### src/rtl/r4inv_pkg.sv
// Shared types, moduli and command encodings for the radix-4 modular inverse core.
package r4inv_pkg;

  localparam int unsigned LimbCount = 4;
  localparam int unsigned WordW     = 64 * LimbCount;

  localparam logic [WordW-1:0] ModP =
    256'hfffffffeffffffff_ffffffffffffffff_ffffffff00000000_ffffffffffffffff;
  localparam logic [WordW-1:0] ModN =
    256'hfffffffeffffffff_ffffffffffffffff_7203df6b21c6052b_53bbf40939d54123;

  typedef enum logic [2:0] {
    CMD_IDLE,
    CMD_LOAD,
    CMD_HALF_U,
    CMD_HALF_V,
    CMD_SUB_U,
    CMD_SUB_V
  } dp_cmd_t;

  typedef struct packed {
    logic [1:0] u_low;
    logic [1:0] v_low;
    logic       u_one;
    logic       v_one;
    logic       u_gt_v;
    logic       bad_operand;
  } dp_status_t;

  typedef enum logic [2:0] {
    ST_IDLE,
    ST_LOAD,
    ST_DECIDE,
    ST_HALF,
    ST_SUB,
    ST_DONE
  } ctrl_state_t;

endpackage

### src/rtl/r4inv_ctrl.sv
// Controller state machine sequencing the binary Euclid steps.
module r4inv_ctrl (
  input  logic                  clk,
  input  logic                  rst,
  input  logic                  in_valid,
  output logic                  in_stall,
  output logic                  out_valid,
  input  logic                  out_stall,
  input  r4inv_pkg::dp_status_t sts,
  output r4inv_pkg::dp_cmd_t    cmd,
  output logic                  sel_load,
  output logic                  err
);
  import r4inv_pkg::*;

  ctrl_state_t state, state_next;
  logic [1:0]  halves, halves_next;
  logic        on_u, on_u_next;
  logic        err_next;

  // Hold state and step counters
  always_ff @(posedge clk) begin
    if (rst) begin
      state  <= ST_IDLE;
      halves <= '0;
      on_u   <= 1'b0;
      err    <= 1'b0;
    end else begin
      state  <= state_next;
      halves <= halves_next;
      on_u   <= on_u_next;
      err    <= err_next;
    end
  end

  // Choose the next step from the state, the operand check and the low bits of u and v
  always_comb begin
    state_next  = state;
    halves_next = halves;
    on_u_next   = on_u;
    err_next    = err;
    cmd         = CMD_IDLE;
    sel_load    = 1'b0;
    in_stall    = (state != ST_IDLE);
    out_valid   = (state == ST_DONE);
    case (state)
      ST_IDLE: begin
        if (in_valid) begin
          sel_load = 1'b1;
          if (sts.bad_operand) begin
            err_next   = 1'b1;
            state_next = ST_DONE;
          end else begin
            err_next   = 1'b0;
            cmd        = CMD_LOAD;
            state_next = ST_DECIDE;
          end
        end
      end
      ST_DECIDE: begin
        if (sts.u_one || sts.v_one) begin
          state_next = ST_DONE;
        end else if (sts.u_low == 2'd0) begin
          cmd = CMD_HALF_U; halves_next = 2'd1; on_u_next = 1'b1; state_next = ST_HALF;
        end else if (sts.v_low == 2'd0) begin
          cmd = CMD_HALF_V; halves_next = 2'd1; on_u_next = 1'b0; state_next = ST_HALF;
        end else if (sts.u_low == sts.v_low) begin
          halves_next = 2'd2; state_next = ST_SUB;
        end else if (sts.u_low == 2'd2) begin
          cmd = CMD_HALF_U; halves_next = 2'd1; state_next = ST_SUB;
        end else if (sts.v_low == 2'd2) begin
          cmd = CMD_HALF_V; halves_next = 2'd1; state_next = ST_SUB;
        end else begin
          halves_next = 2'd1; state_next = ST_SUB;
        end
      end
      ST_SUB: begin
        on_u_next  = sts.u_gt_v;
        cmd        = sts.u_gt_v ? CMD_SUB_U : CMD_SUB_V;
        state_next = ST_HALF;
      end
      ST_HALF: begin
        if (halves == 2'd0) begin
          state_next = ST_DECIDE;
        end else begin
          cmd         = on_u ? CMD_HALF_U : CMD_HALF_V;
          halves_next = halves - 2'd1;
        end
      end
      ST_DONE: begin
        if (!out_stall) begin
          state_next = ST_IDLE;
        end
      end
      default: begin
        state_next = ST_IDLE;
      end
    endcase
  end

`ifndef SYNTHESIS
  a_no_cmd_idle: assert property (@(posedge clk) disable iff (rst)
    (state == ST_DONE) |-> (cmd == CMD_IDLE)) else $error("command issued while done");
  a_halves_range: assert property (@(posedge clk) disable iff (rst)
    halves != 2'd3) else $error("halving count out of range");
  a_done_holds: assert property (@(posedge clk) disable iff (rst)
    (state == ST_DONE && out_stall) |=> (state == ST_DONE)) else $error("result dropped");
`endif
endmodule

### config.mk
export PLATFORM = sky130hd
export DESIGN_NAME = r4inv_ctrl
export DESIGN_NICKNAME = d
export VERILOG_FILES = /design/src/rtl/r4inv_pkg.sv /design/src/rtl/r4inv_ctrl.sv
export SDC_FILE = /design/constraint.sdc
export NUM_CORES = 1
export LEC_CHECK = 0
export ABC_AREA = 1
export BUFFER_PORTS_ARGS = -buffer_cell sky130_fd_sc_hd__buf_2
export CORE_AREA = 2 2 39 41
export CTS_BUF_LIST = sky130_fd_sc_hd__clkbuf_2 sky130_fd_sc_hd__clkbuf_4 sky130_fd_sc_hd__clkbuf_8
export DETAILED_ROUTE_END_ITERATION = 8
export DIE_AREA = 0 0 41 43
export PLACE_DENSITY = 0.75
export SLEW_MARGIN = 15
export SYNTH_ARGS = -nofsm -noshare
export SYNTH_HDL_FRONTEND = slang
export SYNTH_SLANG_ARGS = --single-unit
export TNS_END_PERCENT = 50
### constraint.sdc
create_clock -name clk -period 1.1 [get_ports clk]
set_input_delay 0.055 -clock clk [delete_from_list [all_inputs] [get_ports clk]]
set_output_delay 0.055 -clock clk [all_outputs]
set_load 0.01 [all_outputs]
# After elaboration in Yosys (flattened, before gate mapping)
# Index checks and enable logic that the tools add are counted.
# Widths: inputs -> output; s select.
# word_totals
register_bits	7
input_bits	12
output_inout_bits	7
word_cells	63
# classes
addsub	1
eq_ne	13
muxes	33
n_reduce_logical	12
# op_table
op	count
$mux 2	12
$mux 3	7
$pmux 3 s5	1
$pmux 3 s4	1
$mux 1	10
$ne 2x2->1 const B	5
$reduce_and 3->1	3
$eq 3x2->1 const B	2
$eq 3x3->1 const B	2
$logic_not 2->1	3
$eq 2x2->1 const B	2
$pmux 2 s2	1
$reduce_bool 2->1	2
$logic_not 3->1	1
$ne 3x3->1 const B	1
$reduce_bool 3->1	1
$eq 2x2->1	1
$pmux 1 s2	1
$reduce_and 2->1	1
$sub 2x1->2 const B	1
$logic_or 1x1->1	1

# Longest topological paths before layout
# Gate-level depths: netlist of run 1.
# depth
depth_word	8
depth_mapped	8
mapped_depth_nobuf	8

# Worst setup path before layout of run 1
# Ideal clock, no wire load.
# synth_path
path_kind	reg-to-reg
from	register state[1]
to	register err
setup_time_ns	0.116
t_arrival_ns	0.939
t_required_ns	0.984
slack_ns	0.044
path_stages_with_launch	8
n_path_buf	0
period_less_slack_ns	1.056
path_cell_list	dfxtp_1 nor2_2 nand2_2 inv_1 nand2_1 inv_1 o21ai_1 nor2_1
# synth_via
elab_chain_cells	2
# synth_lines
item	line	source
from (decl)	r4inv_ctrl.sv:16	ctrl_state_t state, state_next;
from (signal assigned)	r4inv_ctrl.sv:29	state <= state_next;
$logic_not 3->1	r4inv_ctrl.sv:46	case (state)
$reduce_and 2->1 (no line)	--	
to (signal assigned)	r4inv_ctrl.sv:32	err <= err_next;
to (decl)	r4inv_ctrl.sv:12	output logic err
# No other way between the ends.
# A chain may end at the register's enable or synchronous reset.

# Worst setup path in the final report of run 1
# layout_path
from	register state[0]
to	output port sel_load
# layout_via
elab_chain_cells	2
# layout_lines
item	line	source
$logic_not 3->1	r4inv_ctrl.sv:46	
$mux 1	r4inv_ctrl.sv:46	
to (decl)	r4inv_ctrl.sv:11	output logic sel_load,
# No other way between the ends.

==> impl_results.md, run 1 <==
* Worst-case clock buffer depth at 2
* Overall Global Routing Usage at 0.2185
* Finished Layout Cells at between 150 and 200
* Failing checks: setup timing
* Final ANT Viol Nets at 0
* Post-synthesis mux area share at 0
* Total grt overflow at 0
* Global-route wire length before repair at between 2000 and 3000 microns
* Worst slew margin at 0.8491
* Leakage at 0.0005735 uW
* Fin crit share at 1.311
* Clock latency at the later pin of the worst-skew pair at 0.26 ns
* Synth Area in XOR/XNOR at 0.01483
* CP required at 1.04 ns
* Peak supply drop at 0.001155 V
* Mapped Cells at slightly above 100
* CTS tree: done
* DRT Pass-1 Iters at 4
* Cell count after placement at roughly 140
* Vias in the first global route at 622
* Initial DRC Count at 18
* Initial antenna violation count at 0
* RSZ-0062 raised after global routing: true
* Ys Warns at 0
* Core Area at 1384 sq um
* Compound-gate portion of the synthesized area at 0.1081
* Setup WS post-layout at -0.3421 ns
* Drt via density at 4.821
* Initial core utilization at 0.4268
* Area growth syn-to-layout at 72.25%
* Share of layout cells above drive strength 1 at 0.5342
* Power Density at 1444 nW/um^2
* Largest net degree at the start of global routing at 6
* Mapped Nets at 115
* Worst-margin pin slew at 0.2262 ns
* Status: finished with violations
* Clk slew on worst S/H paths at 0.05 ns
* Die Wd at 41 microns
* Synth Register Bits at 7
* CTS sink count at 7
* Sequential fraction of the synthesis area at 0.2373
* Fin util at 0.7351
* Final Hold Viols at 0
* Fillers at 106
* Drt total wl at around 1900 microns
* I/O Buffers at 18
* DIE AREA at 1763 sq um
* CP max FO at 5
* Endpoints failing setup at 12
* I/O pins at 19
* Mapped Avg Cell Area at 5.790 sq um
* # DRC at 0
* Maximum clock frequency at 693.4 MHz
* Num CTS Buffers at 3
* Drt wl/cell at ~12 microns
* Yosys top cell by area: dfxtp_1
* Critical path startpoint category: flip-flop
* Vias at 781
* Pre-CTS setup slack at -0.1359 ns
* Top area cells in the synthesized netlist: dfxtp_1 (24%), nand2_1 (22%), inv_1 (11%), nor2_2 (8.5%), nor2_1 (4.4%)
* Cell Area, Synth at between 500 and 600 sq um
* CTS H-Tree Depth at 1
* Top-area cell type share of the netlist area at 0.2373
* Synth Area in Simple Gates at 0.4915
* Worst setup EP type: output port
* Max Cap Viol at 0
* Die Ht at 43 microns
* Synth Area in Adders at 0.02119
* Pwr Total at 1468 uW
* Minimum clock period at 1.442 ns
* Crit path DAT at 1.39 ns
* Placer Congestion at 0.8989
* Skew final at 0.001952 ns
* Worst min-delay path class: primary input to flip-flop
* Cell row count at 14
* Largest family of logic cells by synthesized area: simple AND/OR/NAND/NOR gates
* Synth unique cells at 18
* Ant diodes at 0
* Final nets at 160
* Max Slew Vio Count at 0
* Detailed placer's ending HPWL at 1089 microns
* Critical setup path kind: flip-flop to output port
* Clock root buffer: clkbuf_4
==> state kept, by name (all words and copies together) (netlist names) <==
name / count
err: 1
halves: 2
on_u: 1
state: 3
==> Yosys cell counts <==
library cell,instances
xnor2_1,1
nand4_1,2
nand3_2,2
inv_1,17
inv_2,3
nand2_1,35
nor2_2,8
nor2_1,7
nand3_1,4
o31ai_1,1
o21ai_0,1
a21oi_1,3
ha_1,1
o21ai_1,2
dfxtp_1,7
nand2_2,4
nor3_1,1
a21oi_2,3
==> cell families (layout without fill, tap and decap cells) <==
| family | Yosys count | in the layout |
|---|---|---|
| XOR/XNOR | 1 | 1 |
| flip-flops | 7 | 7 |
| AO/OA/AOI/OAI | 10 | 10 |
| AND/OR/NAND/NOR | 63 | 63 |
| adder cells (fa/ha/maj) | 1 | 1 |
| buffers and inverters | 20 | 64 |
==> layout make-up <==
type	count	area [sq um]	area share
Tap cell	16	20.02	0.01968
Sequential cell	7	152.6	0.1501
Multi-Input combinational cell	75	447.9	0.4403
Timing Repair Buffer	40	284.0	0.2792
Clock buffer	4	30.03	0.02952
Inverter	20	82.58	0.08118
==> per-layer routing <==
layer | GRT usage | up-vias | routed length, microns
li1 | - | 400 | -
met1 | 0.2435 | 350 | 732
met2 | 0.3688 | 27 | 1027
met3 | 0.03141 | 4 | 106
met4 | 0.1200 | 0 | 26
met5 | 0 | - | 0
==> critical path: stages, from the launching register on <==
cell	delay, ns
dfxtp_4	0.36
nor2_4	0.17
nand2_2	0.08
inv_2	0.08
nand2_4	0.06
buf_4	0.13
buf_6	0.11
inv_4	0.05
buf_6	0.09
==> final timing paths <==
kind / slack, ns / to / from / depth (start not counted)
min reg2reg: 0.52 / on_u / on_u / 2
max reg2reg: -0.32 / state[2] / state[0] / 11
max: -0.34 / sel_load / state[0] / 8
min: 0.14 / state[2] / out_stall / 3
==> through the flow <==
step                      cell area (sq um)  hold slack (ns)  setup TNS [ns]
after floorplan                       590.6           0.1174               0
after global placement                760.7           0.2664         -0.3604
after detailed placement              760.7           0.2617         -0.3020
after CTS                             933.4          0.08015          -1.562
after global routing                   1017           0.1552          -3.531
final                                  1017           0.1351          -2.502
==> cells in the final DEF (no fill, tap or decap) <==
master / n
a21oi_1: 2
a21oi_2: 4
buf_2: 15
buf_4: 19
buf_6: 5
clkbuf_4: 4
dfxtp_1: 3
dfxtp_2: 1
dfxtp_4: 3
dlygate4sd3_1: 1
ha_2: 1
inv_1: 14
inv_2: 4
inv_4: 1
inv_6: 1
nand2_1: 33
nand2_2: 4
nand2_4: 2
nand3_1: 4
nand3_2: 1
nand3_4: 1
nand4_1: 2
nor2_1: 5
nor2_2: 4
nor2_4: 6
nor3_2: 1
o21ai_0: 1
o21ai_1: 1
o21ai_2: 1
o31ai_1: 1
xnor2_1: 1
==> what timing repair did <==
item | 4_1_cts | 5_1_grt
hold endpoints to repair | 3 | 0
pin swaps | 5 | 5
hold buffers | 1 | 0
setup endpoints to repair | 13 | 13
setup buffers | 8 | 5
gates resized for setup | 23 | 12
==> power by group <==
group          leakage (uW)  switching, uW  internal [uW]
Combinational      0.000495            406            431
Sequential        0.0000599           53.7            302
Clock             0.0000184            112            164
Total              0.000574            572            897
Note: power is estimated with default switching activity, not from simulation.
==> inputs of run 2 (changes only) <==
--- a/config.mk
+++ b/config.mk
@@ -12,6 +12,7 @@
 export DETAILED_ROUTE_END_ITERATION = 8
 export DIE_AREA = 0 0 41 43
 export PLACE_DENSITY = 0.75
+export RECOVER_POWER = 50
 export SLEW_MARGIN = 15
 export SYNTH_ARGS = -nofsm -noshare
 export SYNTH_HDL_FRONTEND = slang
==> run 2 against run 1 <==
Against the previous run:
- the run still ends with setup timing left
- worst setup slack improved by 0.0055 ns
- global-route usage stayed put
- die area is the same
- via count shrank 1.0%
- critical path type unchanged
- critical endpoint unchanged
- largest cell class unchanged
==> impl_results.md, run 2 (same netlist as run 1, synthesis figures left out) <==
* Top Family by Delay on Critical Path: buffers and inverters (unchanged)
* Worst setup EP type: output port (unchanged)
* Largest registers: state: 3 flops, halves: 2 flops (unchanged)
* Setup WS post-layout at -0.3366 ns (was -0.3421 ns)
* Critical path startpoint category: flip-flop (unchanged)
* Initial DRC Count at 19 (was 18)
* Final ANT Viol Nets at 0 (unchanged)
* Reg2Reg Depth at 11 (unchanged)
* Largest net degree at the start of global routing at 6 (unchanged)
* FF-to-FF Start: state[0] (unchanged)
* Crit-path max cell delay at 0.36 ns (about the same)
* Final setup TNS at -2.487 ns (was -2.502 ns)
* Skew final at 0.0002903 ns (was 0.001952 ns)
* I/O pins at 19 (unchanged)
* Crit-path most repeated cell: buf_6 (unchanged)
* Most common cell after layout, fill and taps aside: nand2_1 (unchanged)
* CP max FO at 5 (unchanged)
* Clk slew on worst S/H paths at 0.05 ns (about the same)
* CP required at 1.04 ns (about the same)
* Num CTS Buffers at 3 (unchanged)
* # DRC at 0 (unchanged)
* Worst path bufs/invs at 5 (unchanged)
* Drt wl/cell at 11.65 microns (was 11.68 microns)
* Reg-to-reg endpoint: state[2] (unchanged)
* Fin crit share at 1.306 (was 1.311)
* Top reg by flops: state (unchanged)
* Die Ht at 43 microns (unchanged)
* Final nets at 160 (unchanged)
* Worst-case clock buffer depth at 2 (unchanged)
* Worst min-delay path class: primary input to flip-flop (unchanged)
* Vias at 773 (was 781)
* Ant diodes at 0 (unchanged)
* Core Area at 1384 sq um (unchanged)
* Area of the multi-input gates at 447.9 sq um (unchanged)
* CTS tree: done (unchanged)
* Drt via density at 4.772 (was 4.821)
* Area growth syn-to-layout at 72.03% (was 72.25%)
* Register area at 152.6 sq um (unchanged)
* Pwr Total at 1460 uW (was 1468 uW)
* Die Wd at 41 microns (unchanged)
* Placer Congestion at 0.8989 (unchanged)
* Clock latency at the later pin of the worst-skew pair at 0.26 ns (about the same)
* Worst slew margin at 0.8494 (was 0.8491)
* Failing checks: setup timing (unchanged)
* I/O Buffers at 18 (unchanged)
* Drt total wl at 1888 microns (was 1892 microns)
* Worst-margin pin slew at 0.2257 ns (was 0.2262 ns)
* HP Start: out_stall (unchanged)
* Endpoints failing setup at 13 (was 12)
* Total grt overflow at 0 (unchanged)
* Peak supply drop at 0.001141 V (was 0.001155 V)
* Vias in the first global route at 622 (unchanged)
* DRT Pass-1 Iters at 4 (unchanged)
* Final Hold Viols at 0 (unchanged)
* Global-route wire length before repair at 2539 microns (unchanged)
* Minimum clock period at 1.437 ns (was 1.442 ns)
* Crit path DAT at 1.38 ns (was 1.39 ns)
* Leakage at 0.0005697 uW (was 0.0005735 uW)
* Power Density at 1437 nW/um^2 (was 1444 nW/um^2)
* Max Slew Vio Count at 0 (unchanged)
* Worst R2R Setup Slack at -0.32 ns (about the same)
* Critical Path Source: state[0] (unchanged)
* Initial antenna violation count at 0 (unchanged)
* Cell row count at 14 (unchanged)
* Status: finished with violations (unchanged)
* Most frequent cells in the layout: nand2_1 (33), buf_4 (19), inv_1 (14), buf_2 (14), nor2_4 (6) (was nand2_1 (33), buf_4 (19), buf_2 (15), inv_1 (14), nor2_4 (6))
* Share of layout cells above drive strength 1 at 0.5274 (was 0.5342)
* CTS H-Tree Depth at 1 (unchanged)
* Critical-path cell list: nor2_4, nand2_2, inv_2, nand2_4, buf_4, buf_6, inv_4, buf_6 (unchanged)
* Hold Crit Endpoint: state[2] (unchanged)
* CTS sink count at 7 (unchanged)
* Detailed placer's ending HPWL at 1089 microns (unchanged)
* Max Cap Viol at 0 (unchanged)
* Maximum clock frequency at 696.1 MHz (was 693.4 MHz)
* DIE AREA at 1763 sq um (unchanged)
* RSZ-0062 raised after global routing: true (unchanged)
* Initial core utilization at 0.4268 (unchanged)
* Clock root buffer: clkbuf_4 (unchanged)
* Worst hold path depth at 3 (unchanged)
* Max reg flops at 3 (unchanged)
* Slowest cell on crit path: dfxtp_4 (unchanged)
* Fillers at 107 (was 106)
* Overall Global Routing Usage at 0.2185 (unchanged)
* Critical setup path kind: flip-flop to output port (unchanged)
-- run 2: what timing repair did --
item                                    4_1_cts  5_1_grt
hold endpoints to repair                      3        0
resized for setup                            23       12
setup buffers                                 8        5
hold buffers                                  1        0
endpoints found under the setup margin       13       13
pin swaps                                     5        5
cloned                                        0        0
-- run 2: how the worst max path moves through the flow --
stage                     endpoint  slack [ns]  depth (start not counted)
after floorplan                err        0.04                          7
after detailed placement    cmd[0]       -0.14                          8
after global placement      cmd[0]       -0.15                          8
after global routing        cmd[0]       -0.44                          8
after CTS                   cmd[0]       -0.32                          8
final                     sel_load       -0.34                          8
-- run 2: final cells by class --
type,count,share of cell area
multi-input cells,75,0.4409
well taps,16,0.01970
inverters,20,0.08128
flip-flops and latches,7,0.1502
clock buffers,4,0.02956
repair buffers,40,0.2783
-- run 2: power breakdown --
| group | total (uW) | leakage (uW) | switching [uW] | internal, uW |
|---|---|---|---|---|
| sequential | 355 | 0.0000599 | 53.7 | 302 |
| clock | 269 | 0.0000184 | 105 | 164 |
| combinational | 836 | 0.000491 | 407 | 429 |
| total | 1460 | 0.000570 | 566 | 895 |
-- run 2: metrics by stage --
stage	setup slack, ns	hold WS [ns]	util	area, sq um	std cells
CTS	-0.3238	0.08015	0.6745	933.4	157
global placement	-0.1485	0.2664	0.5497	760.7	144
finish	-0.3366	0.1410	0.7342	1016	162
detailed placement	-0.1359	0.2617	0.5497	760.7	144
floorplan	0.04438	0.1174	-	590.6	102
global route	-0.4424	0.1552	0.7342	1016	162
-- run 2: worst reg2reg max path: stages (launching register included) --
cell and delay (ns):
dfxtp_4 0.36, nor2_4 0.17, nand2_2 0.09, inv_2 0.08
buf_4 0.12, buf_4 0.10, buf_4 0.09, buf_4 0.09
nand2_1 0.04, nand2_1 0.06, nand2_1 0.05, a21oi_2 0.10
-- run 2: metal layers --
metal	up-vias	GRT usage	part of all wire
li1	400	-	-
met1	346	0.2435	0.39
met2	23	0.3688	0.54
met3	4	0.03141	0.047
met4	0	0.1200	0.013
met5	-	0	0
==> inputs of run 3 (changes only) <==
==> constraint.sdc (replaced) <==
create_clock -name clk -period 1.1 [get_ports clk]
set_input_delay 0.055 -clock clk [delete_from_list [all_inputs] [get_ports clk]]
set_output_delay 0.055 -clock clk [all_outputs]
set_load 0.05 [all_outputs]
==> run 3 against run 2 <==
Against the previous run:
- the flow still finishes with violations (setup timing)
- core utilization rose by 5.6 points
- worst setup slack got worse by 0.055 ns
- routed wire length fell by 4.8%
- maximum frequency fell by 3.7%
- first-iteration DRC count fell by 21%
- count of clock-buffer cells in the layout did not move
- die area did not move
- flip-flop and latch count did not move
- combinational power rose by 22%
==> impl_results.md, run 3 (same netlist as run 1, synthesis figures left out) <==
* Status: finished with violations (unchanged)
* Failing checks: setup timing (unchanged)
* Worst setup EP type: output port (unchanged)
* Worst path bufs/invs at 2 (was 5)
* HP Start: out_stall (unchanged)
* Fin util at 0.7902 (was 0.7342)
* Total grt overflow at 0 (unchanged)
* Max Slew Vio Count at 0 (unchanged)
* I/O Buffers at 18 (unchanged)
* Share of layout cells above drive strength 1 at 0.5556 (was 0.5274)
* Maximum clock frequency at 670.3 MHz (was 696.1 MHz)
* Pre-CTS setup slack at -0.2599 ns (was -0.1359 ns)
* Leakage at 0.0005692 uW (was 0.0005697 uW)
* Cell row count at 14 (unchanged)
* Die Ht at 43 microns (unchanged)
* Final nets at 158 (was 160)
* Worst slew margin at 0.8138 (was 0.8494)
* Instance count on the critical path at 8 (unchanged)
* Crit path DAT at 1.44 ns (was 1.38 ns)
* Die Wd at 41 microns (unchanged)
* Fin crit share at 1.356 (was 1.306)
* Worst-case clock buffer depth at 2 (unchanged)
* I/O pins at 19 (unchanged)
* Skew final at 0.003919 ns (was 0.0002903 ns)
* Clock root buffer: clkbuf_4 (unchanged)
* Placer Congestion at 0.8167 (was 0.8989)
* Endpoints failing setup at 13 (unchanged)
* CTS tree: done (unchanged)
* Core Area at 1384 sq um (unchanged)
* Initial core utilization at 0.4268 (unchanged)
* RSZ-0062 raised after global routing: true (unchanged)
* Drt total wl at 1798 microns (was 1888 microns)
* Finished Layout Cells at 160 (was 162)
* Ant diodes at 0 (unchanged)
* Register area at 152.6 sq um (unchanged)
* Top Family by Delay on Critical Path: simple AND/OR/NAND/NOR gates (was buffers and inverters)
* Critical-path cell list: nor2_4, nand2_8, inv_4, nand2_4, nor2_4, nor2_2, o31ai_4, buf_6 (was nor2_4, nand2_2, inv_2, nand2_4, buf_4, buf_6, inv_4, buf_6)
* Cell count after placement at 151 (was 144)
* DIE AREA at 1763 sq um (unchanged)
* Final ANT Viol Nets at 0 (unchanged)
* CTS H-Tree Depth at 1 (unchanged)
* Detailed placer's ending HPWL at 1283 microns (was 1089 microns)
* CP required at 1.04 ns (about the same)
* Met2 Wirelength at 985 microns (was 1027 microns)
* Fillers at 94 (was 107)
* Area growth syn-to-layout at 85.17% (was 72.03%)
* Reg-to-reg endpoint: on_u (was state[2])
* Critical Path Source: state[1] (was state[0])
* Max reg flops at 3 (unchanged)
* Most frequent cells in the layout: nand2_1 (31), buf_4 (14), inv_1 (13), buf_2 (11), buf_6 (8) (was nand2_1 (33), buf_4 (19), inv_1 (14), buf_2 (14), nor2_4 (6))
* Peak supply drop at 0.001002 V (was 0.001141 V)
* DR WL met3 at 99 microns (was 89 microns)
* Routed met1 length at 682 microns (was 745 microns)
* Vias in the first global route at 782 (was 622)
* Drt wl/cell at 11.24 microns (was 11.65 microns)
* Reg2Reg Depth at 10 (was 11)
* Minimum clock period at 1.492 ns (was 1.437 ns)
* Clock latency at the later pin of the worst-skew pair at 0.26 ns (about the same)
* DRT Pass-1 Iters at 4 (unchanged)
* Setup crit end: cmd[0] (was sel_load)
* Global-route wire length before repair at 2911 microns (was 2539 microns)
* Slowest cell on crit path: dfxtp_4 (unchanged)
* Crit-path most repeated cell: nor2_4 (was buf_6)
* Most common cell after layout, fill and taps aside: nand2_1 (unchanged)
* Num CTS Buffers at 3 (unchanged)
* Clk slew on worst S/H paths at 0.06 ns (was 0.05 ns)
* Power Density at 1514 nW/um^2 (was 1437 nW/um^2)
* CTS sink count at 7 (unchanged)
* Vias at 780 (was 773)
* Critical path startpoint category: flip-flop (unchanged)
* FF-to-FF Start: state[1] (was state[0])
* Crit-path max cell delay at 0.35 ns (was 0.36 ns)
* Highest routed metal layer: met4 (unchanged)
* Critical setup path kind: flip-flop to output port (unchanged)
* Final hold slack at 0.1301 ns (was 0.1410 ns)
* Setup WS post-layout at -0.3918 ns (was -0.3366 ns)
* Final Hold Viols at 0 (unchanged)
* Max Cap Viol at 0 (unchanged)
* Worst R2R Setup Slack at -0.28 ns (was -0.32 ns)
* Largest registers: state: 3 flops, halves: 2 flops (unchanged)
* Top reg by flops: state (unchanged)
* CP max FO at 4 (was 5)
* Worst min-delay path class: primary input to flip-flop (unchanged)
* Drt via density at 4.875 (was 4.772)
* Overall Global Routing Usage at 0.2400 (was 0.2185)
* # DRC at 0 (unchanged)
* Area of the multi-input gates at 486.7 sq um (was 447.9 sq um)
* Initial antenna violation count at 0 (unchanged)
* Initial DRC Count at 15 (was 19)
* Worst-margin pin slew at 0.2805 ns (was 0.2257 ns)
* Largest net degree at the start of global routing at 6 (unchanged)
[run 3: changes by cell type in the layout (fill, tap and decap cells not counted), moves of 2 or more]
| cell | before | now |
|---|---|---|
| inv_2 | 4 | 2 |
| buf_2 | 14 | 11 |
| buf_6 | 5 | 8 |
| nand2_1 | 33 | 31 |
| inv_4 | 1 | 3 |
| buf_8 | 0 | 3 |
| buf_4 | 19 | 14 |
[run 3: power by group]
group          internal, uW  leakage [uW]  switching (uW)
registers               302     0.0000599            60.0
logic                   441      0.000491             577
clock network           164     0.0000184             111
total                   907      0.000569             748
[run 3: timing repair]
item,CTS,global route
endpoints found under the setup margin,13,13
pin swaps,3,5
hold endpoints to repair,3,0
resized for setup,37,8
setup buffers,3,2
gates cloned,0,0
hold buffers,1,0
[run 3: final cells by class]
type | instances | share of cell area
Multi-Input combinational cell | 75 | 0.4451
Timing Repair Buffer | 38 | 0.2838
Sequential cell | 7 | 0.1396
Inverter | 20 | 0.08581
Clock buffer | 4 | 0.02746
Tap cell | 16 | 0.01831
[run 3: stage by stage]
step	power [uW]	setup TNS, ns	cell area, sq um
final	1655	-2.414	1094
after global routing	1746	-3.216	1094
after CTS	1591	-2.159	1054
after detailed placement	1124	-1.172	870.8
after global placement	1105	-0.8993	870.8
after floorplan	871.7	-0.4547	648.1
[run 3: worst min path at each step]
| stage | cells past startpoint | slack, ns | endpoint |
|---|---|---|---|
| 2_1_floorplan | 1 | 0.11 | state[0] |
| 3_3_place_gp | 2 | 0.25 | state[0] |
| 3_5_place_dp | 2 | 0.25 | state[0] |
| 4_1_cts | 3 | 0.12 | state[2] |
| 5_1_grt | 3 | 0.14 | state[2] |
| 6_report | 3 | 0.13 | state[2] |
[run 3: routing by layer]
layer / track usage / vias up
li1: - / 399
met1: 0.2444 / 350
met2: 0.4156 / 27
met3: 0.08901 / 4
met4: 0.08667 / 0
met5: 0 / -
[run 3: worst min-delay path, cell delays in order]
cell,delay (ns)
buf_2,0.10
nand4_1,0.13
a21oi_2,0.06
